`src/hps_pkg.sv`:
```
// ----------------------------------------------------------------------------
// hps_pkg
// Shared types and constants of the heightmap pair shader pipeline.
// ----------------------------------------------------------------------------
package hps_pkg;

  // field widths
  localparam int HEIGHT_W   = 8;
  localparam int TERRAIN_W  = 4;
  localparam int INDEX_W    = 13;
  localparam int COLOR_W    = 8;
  localparam int LIGHT_AW   = 9;
  localparam int DEPTH_W    = 7;
  localparam int SLICE_AW   = 9;

  // table geometry
  localparam int LIGHT_DEPTH   = 512;
  localparam int SLICE_DEPTH   = 512;
  localparam int TERRAIN_COUNT = 16;

  // shading constants
  localparam logic [HEIGHT_W:0]   LIGHT_BIAS  = 9'd255;
  localparam logic [SLICE_AW:0]   PAL_BIAS    = 10'd256;
  localparam logic [SLICE_AW-1:0] SHADOW_BIAS = 9'd128;

  // item commands
  typedef enum logic [1:0] {
    CMD_SHADE   = 2'd0,
    CMD_LIGHT   = 2'd1,
    CMD_PALETTE = 2'd2
  } cmd_t;

  // per-column shading inputs
  typedef struct packed {
    logic [LIGHT_AW-1:0]  light_idx;
    logic [DEPTH_W-1:0]   depth;
    logic                 shadow;
    logic [TERRAIN_W-1:0] terrain;
  } lane_t;

  // stage one payload
  typedef struct packed {
    logic [1:0]           cmd;
    lane_t                lane_e;
    lane_t                lane_o;
    logic [INDEX_W-1:0]   idx;
    logic [HEIGHT_W-1:0]  wdata;
  } s1_t;

  // stage two payload: stage one plus the light values
  typedef struct packed {
    s1_t                  base;
    logic [COLOR_W-1:0]   light_e;
    logic [COLOR_W-1:0]   light_o;
  } s2_t;

  // status of the palette stage
  typedef struct packed {
    logic valid;
    logic shade;
  } pal_stat_t;

endpackage

```
`src/hps_front.sv`:
```
// ----------------------------------------------------------------------------
// hps_front
// First stage: lane selection, light index, depth term and terrain clamp.
// ----------------------------------------------------------------------------
module hps_front #(
  parameter int TERRAIN_COUNT = hps_pkg::TERRAIN_COUNT
) (
  input  logic                           clk,
  input  logic                           rst_n,
  input  logic                           adv,
  input  logic                           in_valid,
  input  logic [1:0]                     in_command,
  input  logic [hps_pkg::HEIGHT_W-1:0]   in_height_left,
  input  logic [hps_pkg::HEIGHT_W-1:0]   in_height_even,
  input  logic [hps_pkg::HEIGHT_W-1:0]   in_height_odd,
  input  logic [hps_pkg::HEIGHT_W-1:0]   in_height_next,
  input  logic [hps_pkg::HEIGHT_W-1:0]   in_height_next2,
  input  logic                           in_pair_double,
  input  logic [hps_pkg::TERRAIN_W-1:0]  in_terrain_even,
  input  logic                           in_shadow_even,
  input  logic [hps_pkg::TERRAIN_W-1:0]  in_terrain_odd,
  input  logic                           in_shadow_odd,
  input  logic [hps_pkg::INDEX_W-1:0]    in_table_index,
  output logic                           s1_valid_r,
  output hps_pkg::s1_t                   s1_r
);

  localparam logic [hps_pkg::TERRAIN_W:0] TC_LIM = (hps_pkg::TERRAIN_W + 1)'(TERRAIN_COUNT);
  localparam logic [hps_pkg::TERRAIN_W-1:0] TC_MAX =
    hps_pkg::TERRAIN_W'(TERRAIN_COUNT - 1);

  hps_pkg::lane_t lane_e_nxt;
  hps_pkg::lane_t lane_o_nxt;
  hps_pkg::s1_t   s1_nxt;
  logic [hps_pkg::HEIGHT_W-1:0]  odd_left;
  logic [hps_pkg::HEIGHT_W-1:0]  odd_right;
  logic [hps_pkg::HEIGHT_W-1:0]  dep_e_full;
  logic [hps_pkg::HEIGHT_W-1:0]  dep_o_full;
  logic [hps_pkg::TERRAIN_W-1:0] ter_e;
  logic [hps_pkg::TERRAIN_W-1:0] ter_o;

  // saturate terrain codes past the table count
  always_comb begin
    ter_e = ({1'b0, in_terrain_even} >= TC_LIM) ? TC_MAX : in_terrain_even;
    ter_o = ({1'b0, in_terrain_odd}  >= TC_LIM) ? TC_MAX : in_terrain_odd;
  end

  // odd column neighbors depend on the double-level flag
  assign odd_left  = in_pair_double ? in_height_odd   : in_height_even;
  assign odd_right = in_pair_double ? in_height_next2 : in_height_next;

  // half depth below the top
  assign dep_e_full = hps_pkg::HEIGHT_W'(hps_pkg::LIGHT_BIAS - {1'b0, in_height_even});
  assign dep_o_full = hps_pkg::HEIGHT_W'(hps_pkg::LIGHT_BIAS - {1'b0, in_height_odd});

  always_comb begin
    lane_o_nxt.light_idx = hps_pkg::LIGHT_AW'(hps_pkg::LIGHT_BIAS - {1'b0, odd_left}
                                              + {1'b0, odd_right});
    lane_o_nxt.depth     = dep_o_full[hps_pkg::HEIGHT_W-1:1];
    lane_o_nxt.shadow    = in_shadow_odd;
    lane_o_nxt.terrain   = ter_o;
    // a double-level pair shades the even pixel as the odd one
    if (in_pair_double) begin
      lane_e_nxt = lane_o_nxt;
    end else begin
      lane_e_nxt.light_idx = hps_pkg::LIGHT_AW'(hps_pkg::LIGHT_BIAS
                                                - {1'b0, in_height_left}
                                                + {1'b0, in_height_odd});
      lane_e_nxt.depth     = dep_e_full[hps_pkg::HEIGHT_W-1:1];
      lane_e_nxt.shadow    = in_shadow_even;
      lane_e_nxt.terrain   = ter_e;
    end
    s1_nxt.cmd    = in_command;
    s1_nxt.lane_e = lane_e_nxt;
    s1_nxt.lane_o = lane_o_nxt;
    s1_nxt.idx    = in_table_index;
    s1_nxt.wdata  = in_height_even;
  end

  // stage valid
  always_ff @(posedge clk) begin
    if (!rst_n) begin
      s1_valid_r <= 1'b0;
    end else if (adv) begin
      s1_valid_r <= in_valid;
    end
  end

  // stage payload
  always_ff @(posedge clk) begin
    if (adv) begin
      s1_r <= s1_nxt;
    end
  end

endmodule

```
`config.mk`:
```
export PLATFORM = sky130hd
export DESIGN_NAME = hps_front
export DESIGN_NICKNAME = d
export VERILOG_FILES = /design/src/hps_pkg.sv /design/src/hps_front.sv
export SDC_FILE = /design/constraint.sdc
export NUM_CORES = 1
export LEC_CHECK = 0
export ABC_AREA = 1
export BUFFER_PORTS_ARGS = -buffer_cell sky130_fd_sc_hd__buf_2
export CORE_ASPECT_RATIO = 1.1
export CORE_MARGIN = 8
export CORE_UTILIZATION = 25
export CTS_CLUSTER_DIAMETER = 50
export CTS_CLUSTER_SIZE = 28
export DETAILED_ROUTE_END_ITERATION = 8
export MAX_ROUTING_LAYER = met4
export SLEW_MARGIN = 20
export SYNTH_ARGS = -nofsm -noshare
export SYNTH_HDL_FRONTEND = slang
export SYNTH_SLANG_ARGS = --single-unit
export TNS_END_PERCENT = 20
```
`constraint.sdc`:
```
create_clock -name clk -period 1.85 [get_ports clk]
set_clock_uncertainty 0.1 [all_clocks]
set_input_delay 0.0925 -clock clk [delete_from_list [all_inputs] [get_ports clk]]
set_output_delay 0.0925 -clock clk [all_outputs]
set_load 0.01 [all_outputs]
```
# Word-level counts from Yosys, hierarchy flattened
# Index checks and enable logic that the tools add are counted.
# classes
mux,3
add_sub_neg,6
# op_table
op,n
$mux W21,1
$add A9 B8 Y9,2
$sub A8 B8 Y9 const A,2
$mux W8,2
$sub A8 B8 Y8 const A,2
# word_totals
input_bits,70
regBits,66
wordCells,21
output_inout_bits,66

# Longest topological paths before layout
# Gate-level depths: netlist of run 1.
# depth
depth_word,4
ltp_mapped,17
depth_no_buf,15

# Least setup slack after synthesis of run 1
# OpenSTA, ideal clock, no wires.
# synth_path
path_type,input port to flip-flop
from,input port in_pair_double
to,"register s1_r[39] (netlist bit), data pin"
setup_ns,0.255
n_path_buf,2
stages,13
path_slack_ns,-0.199
arrival_ns,1.695
t_required_ns,1.495
path_cell_list,buf_2 buf_4 mux2i_1 ha_1 inv_1 fa_1 inv_1 nand2_1 nand2_1 nand3_2 nand2_2 nand2_1 and2_1
# synth_lines
item,line,source
"start, declared",hps_front.sv:18,"input logic in_pair_double,"
"end signal, assigned",hps_front.sv:92,s1_r <= s1_nxt;
"end, declared",hps_front.sv:25,output hps_pkg::s1_t s1_r

==> results of run 1 <==
-- synthesized netlist by cell type (2+ instances only) --
| cell type | instances | area, sq um |
|---|---|---|
| nand2_1 | 97 | 364 |
| edfxtp_1 | 65 | 1950 |
| inv_1 | 39 | 146 |
| ha_1 | 16 | 200 |
| o21ai_0 | 15 | 75.1 |
| nand3_1 | 14 | 70.1 |
| a21oi_1 | 9 | 45.0 |
| nor2_1 | 7 | 26.3 |
| nand2_2 | 5 | 31.3 |
| nand3b_1 | 5 | 37.5 |
| buf_2 | 4 | 20.0 |
| and2_1 | 3 | 18.8 |
| o21ai_1 | 3 | 15.0 |
| fa_1 | 2 | 40.0 |
| or2_1 | 2 | 12.5 |
| or2_4 | 2 | 17.5 |
| xnor2_1 | 2 | 17.5 |
-- through the flow --
step | total power, uW | setup slack (ns) | setup TNS (ns) | area (sq um) | std cells
finish | 4480 | 0.0678 | 0 | 4890 | 660
global route | 4730 | -0.0120 | -0.0167 | 4890 | 660
CTS | 4540 | 0.0177 | 0 | 4870 | 659
detailed placement | 2760 | -0.142 | -1.15 | 4160 | 601
global placement | 2740 | -0.130 | -0.634 | 4160 | 601
floorplan | 2350 | -0.0594 | -0.126 | 3210 | 300
-- tightest hold or removal path, stage by stage --
cell	delay, ns
buf_2	0.09
ha_1	0.12
nand2_1	0.05
nand2_1	0.05
-- per-layer routing --
metal,vias up,wire length [um]
met5,-,0
li1,1389,-
met2,112,4580
met3,9,883
met1,1242,3840
met4,0,136
-- worst min-delay path by stage --
stage	end	cells past startpoint	start
global route	s1_r[33]	1	adv
global placement	s1_r[17]	1	in_table_index[9]
finish	s1_r[54]	4	in_height_odd[0]
floorplan	s1_valid_r	1	adv
CTS	s1_r[54]	4	in_height_odd[0]
detailed placement	s1_r[11]	1	in_table_index[3]
-- power by group --
part | switching, uW | internal (uW)
clock | 645 | 1040
combinational | 499 | 428
sequential | 34.9 | 1830
-- logic make-up after synthesis --
kind of cell,share of synthesized area
AOI/OAI and AO/OA,0.0452
xor gates and xnor gates,0.0106
adders and majority gates,0.0754
buffers and inverters,0.0617
DFF,0.619
muxes,0.00314
and+or+nand+nor,0.185
-- area by class of cell --
| class | instances | area, sq um |
|---|---|---|
| Fill cell | 1256 | 7650 |
| Timing Repair Buffer | 194 | 1240 |
| Clock buffer | 9 | 225 |
| Multi-Input combinational cell | 186 | 1030 |
| Inverter | 41 | 154 |
| Clock inverter | 7 | 70.1 |
| Sequential cell | 66 | 1970 |
| Tap cell | 157 | 196 |
-- registers in the layout, indices dropped and copies added (netlist names) --
signal	flops
s1_valid_r	1
s1_r	65
-- repair_timing --
| item | CTS | global route |
|---|---|---|
| endpoints found under the hold margin | 45 | 0 |
| hold buffers | 42 | 0 |
| setup buffers | 0 | 1 |
| setup endpoints to repair | 0 | 8 |
| gates resized for setup | 0 | 5 |
==> metrics.md, run 1 <==
| Metric | Value |
|---|---|
| Status | finished, final reports clean |
| Crit end category | flip-flop |
| H-tree levels | 3 |
| Met3 Track Usage GR | 0.0395 |
| Flops & latches, synth | 66 |
| Synthesized Nets | 388 |
| Antenna violations before repair | 0 |
| Area Growth Syn to Fin | 53.5% |
| Critical Path Sink | s1_r[40] |
| Crit-path slowest cell | dlygate4sd3_1 |
| Final WL | 9440 um |
| Share of cells above drive strength 1 | 0.368 |
| Levels on crit path | 8 |
| Cells after Synth | 300 |
| CTS tree | done |
| Syn Std Cell Area | 3180 sq um |
| Yosys cell types | 27 |
| Detailed-route via count | 2,752 |
| FF-to-FF Start | s1_valid_r |
| Warnings, synthesis | 0 |
| CTS max path bufs | 2 |
| Met1 global-route usage | 0.126 |
| Final #Nets | 586 |
| Crit path launch type | input pin |
| Largest net degree at the start of global routing | 32 |
| Slew @ Worst Pin | 0.385 ns |
| Pwr/cell area | 916 nW/um^2 |
| Antenna viol nets, final | 0 |
| Reg-to-reg slack, setup | 0.56 ns |
| Clock transition at the registers of the reported paths | 0.06 ns |
| Worst-Skew Late Latency | 0.33 ns |
| CP Launch Point | in_height_even[2] |
| Leak Pwr | 0.00235 uW |
| Root buffer cell | clkbuf_16 |
| Crit path required time | 1.84 ns |
| Worst min path class | in2reg |
| FFs w/ async S/R, synth | 0 |
| Iter 0 DRT Violations | 108 |
| Worst EP arrival | 1.77 ns |
| Initial core utilization | 0.254 |
| Max-cap viol count | 0 |
| Syn avg cell area | 10.6 sq um |
| Core region area | 12,500 sq um |
| Worst reg-to-reg path cell count | 3 |
| Number of buffers and inverters on the critical path | 2 |
| Crit Reg-Reg Endpoint | s1_valid_r |
| Max VDD drop | 0.537 mV |
| Worst slew margin | 0.743 |
| Crit-path cells | dlygate4sd3_1 -> buf_2 -> o21ai_1 -> ha_1 -> or2_4 -> nand3_1 -> nand3_2 -> and2_1 |
| Number of synthesized flops with an enable pin | 65 |
| Worst Path Max Fanout | 3 |
| Antenna diodes | 0 |
| GRT Resource Usage Total | 0.117 |
| First-pass GRT wire length | 14,300 um |
| Die Y | 134 um |
| CP top delay family | buffers and inverters |
| Most frequent cells in the layout | 134 x buf_2, 96 x nand2_1, 65 x edfxtp_1 |
| Max Slew Vio Count | 0 |
| Routed WL per cell | 14.3 um |
| Vias in the first global route | 2,914 |
| TritonCTS buffer count | 9 |
| Met2 usage | 0.194 |
| Tmin final | 1.78 ns |
| Final period util | 0.963 |
| Most common cell after layout, fill and taps aside | buf_2 |
| Die width | 124 um |
| Vias per cell | 4.17 |
| GRT Max-Usage Layer | met2 |
| Cell Rows | 43 |
| Sink Count | 66 |
| Fin Hold WS | 0.0632 ns |
| Final hold viol count | 0 |
| I/O pins | 136 |
| Die Area | 16,600 sq um |
| Sequential cell area fraction in the yosys report | 0.619 |
| Total gr overflow | 0 |
| Port Buffers | 135 |
| CP max stage delay | 0.53 ns |
| Hpwl dp | 7250 um |
| Final core utilization | 0.390 |
| WS Path Type | in2reg |
| DRT Pass-1 Iters | 4 |
| Post-synth top flop | edfxtp_1 |
| Gpl congestion | 0.770 |
| Max Clock Freq | 561 MHz |
| DR DRC count | 0 |
| Final setup viols | 0 |
(Power assumes the default switching activity.)
==> run 2, diff against run 1 <==
Settings changed: CELL_PAD_IN_SITES_DETAIL_PLACEMENT set to 1, CELL_PAD_IN_SITES_GLOBAL_PLACEMENT set to 1, CORE_UTILIZATION 25 to 32, GPL_TIMING_DRIVEN set to 0, PLACE_DENSITY_LB_ADDON set to 0.1.
==> run 2 against run 1 <==
Net effect: count of clock-buffer cells in the layout up 1; cell area down 3.6%; clock power down 39%; maximum frequency up 4.5%; power down 16%; hold slack better by 0.0047 ns; first-iteration DRC count down 27%; register-to-register slack worse by 0.04 ns; global-route usage up 2.7 points; critical endpoint is now s1_r[60]; largest power group unchanged.
==> metrics.md, run 2 (synthesis gave the netlist of run 1 again) <==
| Metric | Value |
|---|---|
| Worst EP arrival | 1.69 ns (was 1.77 ns) |
| Met1 global-route usage | 0.155 (was 0.126) |
| Largest net degree at the start of global routing | 47 (was 32) |
| Share of cells above drive strength 1 | 0.359 (was 0.368) |
| Clock transition at the registers of the reported paths | 0.07 ns (was 0.06 ns) |
| Sink Count | 66 (unchanged) |
| Total Power | 3780 uW (was 4480 uW) |
| DR DRC count | 0 (unchanged) |
| Detailed-route via count | 2,761 (was 2,752) |
| Crit-path slowest cell | fa_2 (was dlygate4sd3_1) |
| Crit path launch type | input pin (unchanged) |
| Crit-path cells | buf_8 -> buf_8 -> mux2i_4 -> ha_4 -> inv_2 -> fa_2 -> inv_1 -> nand2_1 -> nand2_2 -> nand3_2 -> nand2_2 -> nand2_1 -> nand3_1 -> nand2_1 (was dlygate4sd3_1 -> buf_2 -> o21ai_1 -> ha_1 -> or2_4 -> nand3_1 -> nand3_2 -> and2_1) |
| TritonCTS buffer count | 9 (unchanged) |
| DRT Pass-1 Iters | 4 (unchanged) |
| WS Path Type | in2reg (unchanged) |
| Most common cell after layout, fill and taps aside | buf_2 (unchanged) |
| Final hold viol count | 0 (unchanged) |
| Worst min path class | in2reg (unchanged) |
| Pwr/cell area | 802 nW/um^2 (was 916 nW/um^2) |
| H-tree levels | 3 (unchanged) |
| Vias per cell | 4.47 (was 4.17) |
| Max-cap viol count | 0 (unchanged) |
| Antenna diodes | 0 (unchanged) |
| Biggest registers after layout | s1_r (65), s1_valid_r (1) (unchanged) |
| Die Area | 13,400 sq um (was 16,600 sq um) |
| GRT Resource Usage Total | 0.144 (was 0.117) |
| Max VDD drop | 0.414 mV (was 0.537 mV) |
| RSZ-0062 raised after global routing | no |
| Port Buffers | 134 (was 135) |
| Crit path required time | 1.84 ns (about the same) |
| Hpwl dp | 7090 um (was 7250 um) |
| GRT Max-Usage Layer | met2 (unchanged) |
| Largest Register | s1_r (unchanged) |
| Crit end category | flip-flop (unchanged) |
| Tmin final | 1.71 ns (was 1.78 ns) |
| Die Y | 121 um (was 134 um) |
| Gpl congestion | 0.781 (was 0.770) |
| Crit-path most repeated cell | nand2_1 |
| Routed WL per cell | 15.4 um (was 14.3 um) |
| Area Growth Syn to Fin | 48.0% (was 53.5%) |
| CTS max path bufs | 2 (unchanged) |
| I/O pins | 136 (unchanged) |
| Antenna violations before repair | 0 (unchanged) |
| Largest register FFs | 65 (unchanged) |
| Final #Nets | 581 (was 586) |
| Final period util | 0.922 (was 0.963) |
| Most frequent cells in the layout | 135 x buf_2, 95 x nand2_1, 65 x edfxtp_1 (was 134 x buf_2, 96 x nand2_1, 65 x edfxtp_1) |
| Die width | 111 um (was 124 um) |
| Root buffer cell | clkbuf_8 (was clkbuf_16) |
| Worst-Skew Late Latency | 0.33 ns (about the same) |
| First-pass GRT wire length | 14,900 um (was 14,300 um) |
| CP top delay family | adder cells (was buffers and inverters) |
| Slew @ Worst Pin | 0.364 ns (was 0.385 ns) |
| Antenna viol nets, final | 0 (unchanged) |
| Fin Setup TNS | 0 ns (unchanged) |
| Worst slew margin | 0.756 (was 0.743) |
| Iter 0 DRT Violations | 79 (was 108) |
| Met2 usage | 0.254 (was 0.194) |
| Met3 Track Usage GR | 0.0411 (was 0.0395) |
| Cell Rows | 38 (was 43) |
| Leak Pwr | 0.00227 uW (was 0.00235 uW) |
| Initial core utilization | 0.325 (was 0.254) |
| Status | finished, final reports clean (unchanged) |
| CTS tree | done (unchanged) |
| CP max stage delay | 0.36 ns (was 0.53 ns) |
| Worst Path Max Fanout | 7 (was 3) |
| Total gr overflow | 0 (unchanged) |
| Number of buffers and inverters on the critical path | 4 (was 2) |
| Final setup viols | 0 (unchanged) |
| Vias in the first global route | 3,035 (was 2,914) |
| Max Slew Vio Count | 0 (unchanged) |
| Final WL | 9530 um (was 9440 um) |
| Max Clock Freq | 587 MHz (was 561 MHz) |
| Core region area | 9790 sq um (was 12,500 sq um) |
-- run 2: cell count changes in the layout (fill, tap and decap cells not counted), sizes merged --
| cell | delta |
|---|---|
| clkinv | -1 |
| bufinv | -1 |
| clkbuf | +2 |
| clkinvlp | +1 |
| buf | -6 |
-- run 2: final timing paths --
| kind | to | slack, ns | from | depth (start not counted) |
|---|---|---|---|---|
| setup / recovery | s1_r[60] | 0.14 | in_pair_double | 14 |
| hold / removal | s1_r[52] | 0.07 | in_height_odd[6] | 4 |
| setup reg to reg | s1_valid_r | 0.52 | s1_valid_r | 3 |
| hold reg to reg | s1_valid_r | 1.04 | s1_valid_r | 3 |
-- run 2: routing by layer --
metal | share of wire | routed length [um]
met1 | 0.42 | 4010
met2 | 0.52 | 4960
met3 | 0.050 | 478
met4 | 0.0086 | 82
met5 | 0 | 0
-- run 2: through the flow --
stage	utilization	setup slack, ns	hold WS, ns	area [sq um]	std cells
floorplan	-	-0.0594	0.0860	3210	300
global placement	0.412	-0.246	0.169	4030	554
detailed placement	0.415	-0.324	0.171	4060	555
CTS	0.474	0.0452	0.0541	4650	613
global route	0.481	0.0102	0.0591	4710	618
finish	0.481	0.145	0.0679	4710	618
-- run 2: timing repair --
action	4_1_cts	5_1_grt
setup endpoints to repair	0	5
setup buffers	0	5
resized for setup	0	7
endpoints found under the hold margin	47	0
hold buffers	42	0
-- run 2: layout make-up --
| class | count | area (sq um) |
|---|---|---|
| fill | 1137 | 5080 |
| sequential | 66 | 1970 |
| timing repair buffer | 182 | 1160 |
| multi-input combinational | 186 | 1050 |
| inverter | 41 | 154 |
| tap | 120 | 150 |
| clock buffer | 10 | 128 |
| buffer | 7 | 67.6 |
| clock inverter | 6 | 35.0 |
-- run 2: report_power, final --
group          internal [uW]  switching [uW]
clock network            476             546
logic                    406             487
registers               1830            34.5
total                   2710            1070
-- run 2: worst min-delay path, cell delays in order --
cell and delay, ns:
buf_2 0.12, inv_1 0.06, nand2_1 0.05, o21ai_0 0.06
==> run 3, diff against run 2 <==
Settings changed: ABC_AREA 1 to 0, CORE_UTILIZATION 32 to 34.
==> run 3 against run 2 <==
Net effect: synthesized cell count shrank 27%; utilization grew 4.0 points; maximum frequency shrank 11%; non-clock buffer count grew 1; highest routed layer unchanged; wire length shrank 0.55%; combinational power grew 10%; cell area grew 2.5%; sequential power is essentially flat; global-route usage grew 0.96 points; first-iteration DRC count grew 62%; the run now ends with negative setup slack left; die area shrank 4.9%; critical path depth shrank 2.
==> metrics.md, run 3 <==
| Metric | Value |
|---|---|
| Final hold viol count | 0 (unchanged) |
| Warnings, synthesis | 0 (unchanged) |
| Max Slew Vio Count | 0 (unchanged) |
| Antenna diodes | 0 (unchanged) |
| Pwr/cell area | 807 nW/um^2 (was 802 nW/um^2) |
| Worst slew margin | 0.744 (was 0.756) |
| Post-synth top cells | 65 x edfxtp_1, 21 x inv_1, 18 x mux2i_1, 16 x ha_1, 14 x mux2_2 (was 97 x nand2_1, 65 x edfxtp_1, 39 x inv_1, 16 x ha_1, 15 x o21ai_0) |
| Top-count cell post-synth | edfxtp_1 (was nand2_1) |
| Final WL | 9480 um (was 9530 um) |
| Core region area | 9260 sq um (was 9790 sq um) |
| Biggest registers after layout | s1_r (65), s1_valid_r (1) (unchanged) |
| H-tree levels | 3 (unchanged) |
| Die width | 108 um (was 111 um) |
| Flops & latches, synth | 66 (unchanged) |
| Sink Count | 66 (unchanged) |
| Post-synth top area share | 0.612 (was 0.613) |
| Filler Cell Count | 986 (was 1,137) |
| Worst-Skew Late Latency | 0.34 ns (was 0.33 ns) |
| Root buffer cell | clkbuf_8 (unchanged) |
| Area Growth Syn to Fin | 51.4% (was 48.0%) |
| Post-place setup slack | -0.616 ns (was -0.324 ns) |
| First-pass GRT wire length | 14,700 um (was 14,900 um) |
| Slew @ Worst Pin | 0.373 ns (was 0.364 ns) |
| Die Y | 118 um (was 121 um) |
| Violated checks | negative setup slack |
| Clock transition at the registers of the reported paths | 0.07 ns (about the same) |
| Detailed-route via count | 2,474 (was 2,761) |
| Final period util | 1.03 (was 0.922) |
| Antenna viol nets, final | 0 (unchanged) |
| Synthesized Nets | 307 (was 388) |
| Final #Nets | 503 (was 581) |
| DR DRC count | 0 (unchanged) |
| Final setup viols | 4 (was 0) |
| Worst Path Max Fanout | 6 (was 7) |
| Status | finished, violations left (was finished, final reports clean) |
| CTS tree | done (unchanged) |
| Syn Std Cell Area | 3190 sq um (was 3180 sq um) |
| TritonCTS buffer count | 9 (unchanged) |
| FFs w/ async S/R, synth | 0 (unchanged) |
| GRT Resource Usage Total | 0.154 (was 0.144) |
| Max Clock Freq | 524 MHz (was 587 MHz) |
| Worst setup margin | -0.0568 ns (was 0.145 ns) |
| RSZ-0062 raised after global routing | yes (was no) |
| Worst EP arrival | 1.91 ns (was 1.69 ns) |
| Vias in the first global route | 2,776 (was 3,035) |
| DRT Pass-1 Iters | 4 (unchanged) |
| Total gr overflow | 0 (unchanged) |
| Leak Pwr | 0.00213 uW (was 0.00227 uW) |
| Final core utilization | 0.522 (was 0.481) |
| Worst min path class | in2reg (unchanged) |
| Tmin final | 1.91 ns (was 1.71 ns) |
| Hpwl dp | 6740 um (was 7090 um) |
| Sequential cell area fraction in the yosys report | 0.618 (was 0.619) |
| Synth top area cells | edfxtp_1 61%, ha_1 6.3%, mux2i_1 5.6% (was edfxtp_1 61%, nand2_1 11%, ha_1 6.3%) |
| WS Path Type | in2reg (unchanged) |
| Syn avg cell area | 14.6 sq um (was 10.6 sq um) |
| Largest Register | s1_r (unchanged) |
| Port Buffers | 134 (unchanged) |
| Max VDD drop | 0.344 mV (was 0.414 mV) |
| Routed WL per cell | 17.7 um (was 15.4 um) |
| Share of cells above drive strength 1 | 0.474 (was 0.359) |
| Synth area leader | edfxtp_1 (unchanged) |
| Crit path required time | 1.86 ns (was 1.84 ns) |
| Crit path launch type | input pin (unchanged) |
| CTS max path bufs | 2 (unchanged) |
| Most common cell after layout, fill and taps aside | buf_2 (unchanged) |
| I/O pins | 136 (unchanged) |
| Number of synthesized flops with an enable pin | 65 (unchanged) |
| Cells after Synth | 219 (was 300) |
| Iter 0 DRT Violations | 128 (was 79) |
| Most frequent cells in the layout | 133 x buf_2, 65 x edfxtp_1, 42 x dlygate4sd3_1 (was 135 x buf_2, 95 x nand2_1, 65 x edfxtp_1) |
| Largest net degree at the start of global routing | 52 (was 47) |
| Post-synth top flop | edfxtp_1 (unchanged) |
| Largest register FFs | 65 (unchanged) |
| Initial core utilization | 0.344 (was 0.325) |
| Max-cap viol count | 0 (unchanged) |
| Crit end category | flip-flop (unchanged) |
| Fin Hold WS | 0.0376 ns (was 0.0679 ns) |
| Yosys cell types | 35 (was 27) |
| Vias per cell | 4.61 (was 4.47) |
| Die Area | 12,700 sq um (was 13,400 sq um) |
| Gpl congestion | 0.706 (was 0.781) |
| Cell Rows | 37 (was 38) |
| Antenna violations before repair | 0 (unchanged) |
[run 3: changes by cell type in the layout (fill, tap and decap cells not counted), sizes merged, moves of 9 or more]
cell,before,now
nand2,102,5
mux2i,1,18
o21ai,19,10
mux2,0,14
inv,40,21
nand3,15,2
[run 3: area by class of cell]
type / count / area, sq um / share of cell area
tap: 117 / 146 / 0.0303
buffer: 5 / 86.3 / 0.0179
clock buffer: 10 / 128 / 0.0264
multi-input combinational: 127 / 1200 / 0.249
sequential: 66 / 1970 / 0.408
timing repair buffer: 185 / 1180 / 0.245
clock inverter: 6 / 33.8 / 0.00699
inverter: 21 / 78.8 / 0.0163
[run 3: stage by stage]
stage / instance area [sq um] / setup TNS [ns] / total power, uW / cells
4_1_cts: 4760 / -0.258 / 3900 / 535
5_1_grt: 4830 / -0.634 / 4100 / 537
3_3_place_gp: 4050 / -5.39 / 2740 / 470
6_report: 4830 / -0.173 / 3900 / 537
3_5_place_dp: 4080 / -5.60 / 2760 / 471
2_1_floorplan: 3240 / -1.95 / 2380 / 219
[run 3: cell families (layout without fill, tap and decap cells)]
kind of cell	Yosys count	count (layout)	share of synthesized area
XOR/XNOR	7	7	0.0192
buffers and inverters	26	227	0.0384
flip-flops	66	66	0.618
multiplexers	32	32	0.106
AND/OR/NAND/NOR	31	31	0.0545
adder cells (fa/ha/maj)	18	18	0.0753
AO/OA/AOI/OAI	39	39	0.0883
[run 3: what timing repair did]
| item | in CTS | in global routing |
|---|---|---|
| gates resized for setup | 9 | 10 |
| hold endpoints to repair | 48 | 0 |
| buffers inserted | 6 | 2 |
| pin swaps | 3 | 8 |
| endpoints found under the setup margin | 7 | 7 |
| hold buffers | 42 | 0 |
[run 3: worst paths after layout]
path	start	endpoint	slack [ns]	cells past startpoint
setup / recovery	in_pair_double	s1_r[60]	-0.06	12
hold / removal	adv	s1_r[1]	0.04	1
setup reg to reg	s1_valid_r	s1_valid_r	0.59	3
hold reg to reg	s1_valid_r	s1_valid_r	0.99	3
[run 3: critical path: stages]
cell and delay [ns]:
buf_8 0.11, buf_12 0.12, buf_12 0.11, mux2i_1 0.19
ha_2 0.23, inv_2 0.04, fa_2 0.34, nand2b_4 0.16
a21oi_4 0.15, nor2_2 0.06, xnor2_2 0.13, a21o_1 0.16
[run 3: power by group]
group / switching, uW / internal (uW) / total, uW / leakage (uW)
combinational: 496 / 488 / 984 / 0.00142
sequential: 40.2 / 1840 / 1880 / 0.000644
clock: 560 / 472 / 1030 / 0.0000710
total: 1100 / 2800 / 3900 / 0.00213
[run 3: metal layers]
metal / routed length, um / GRT usage / up-vias / share of wire
li1: - / - / 1210 / -
met1: 3970 / 0.173 / 1167 / 0.42
met2: 4770 / 0.259 / 86 / 0.50
met3: 623 / 0.0361 / 11 / 0.066
met4: 116 / 0.0540 / 0 / 0.012
met5: 0 / - / - / 0
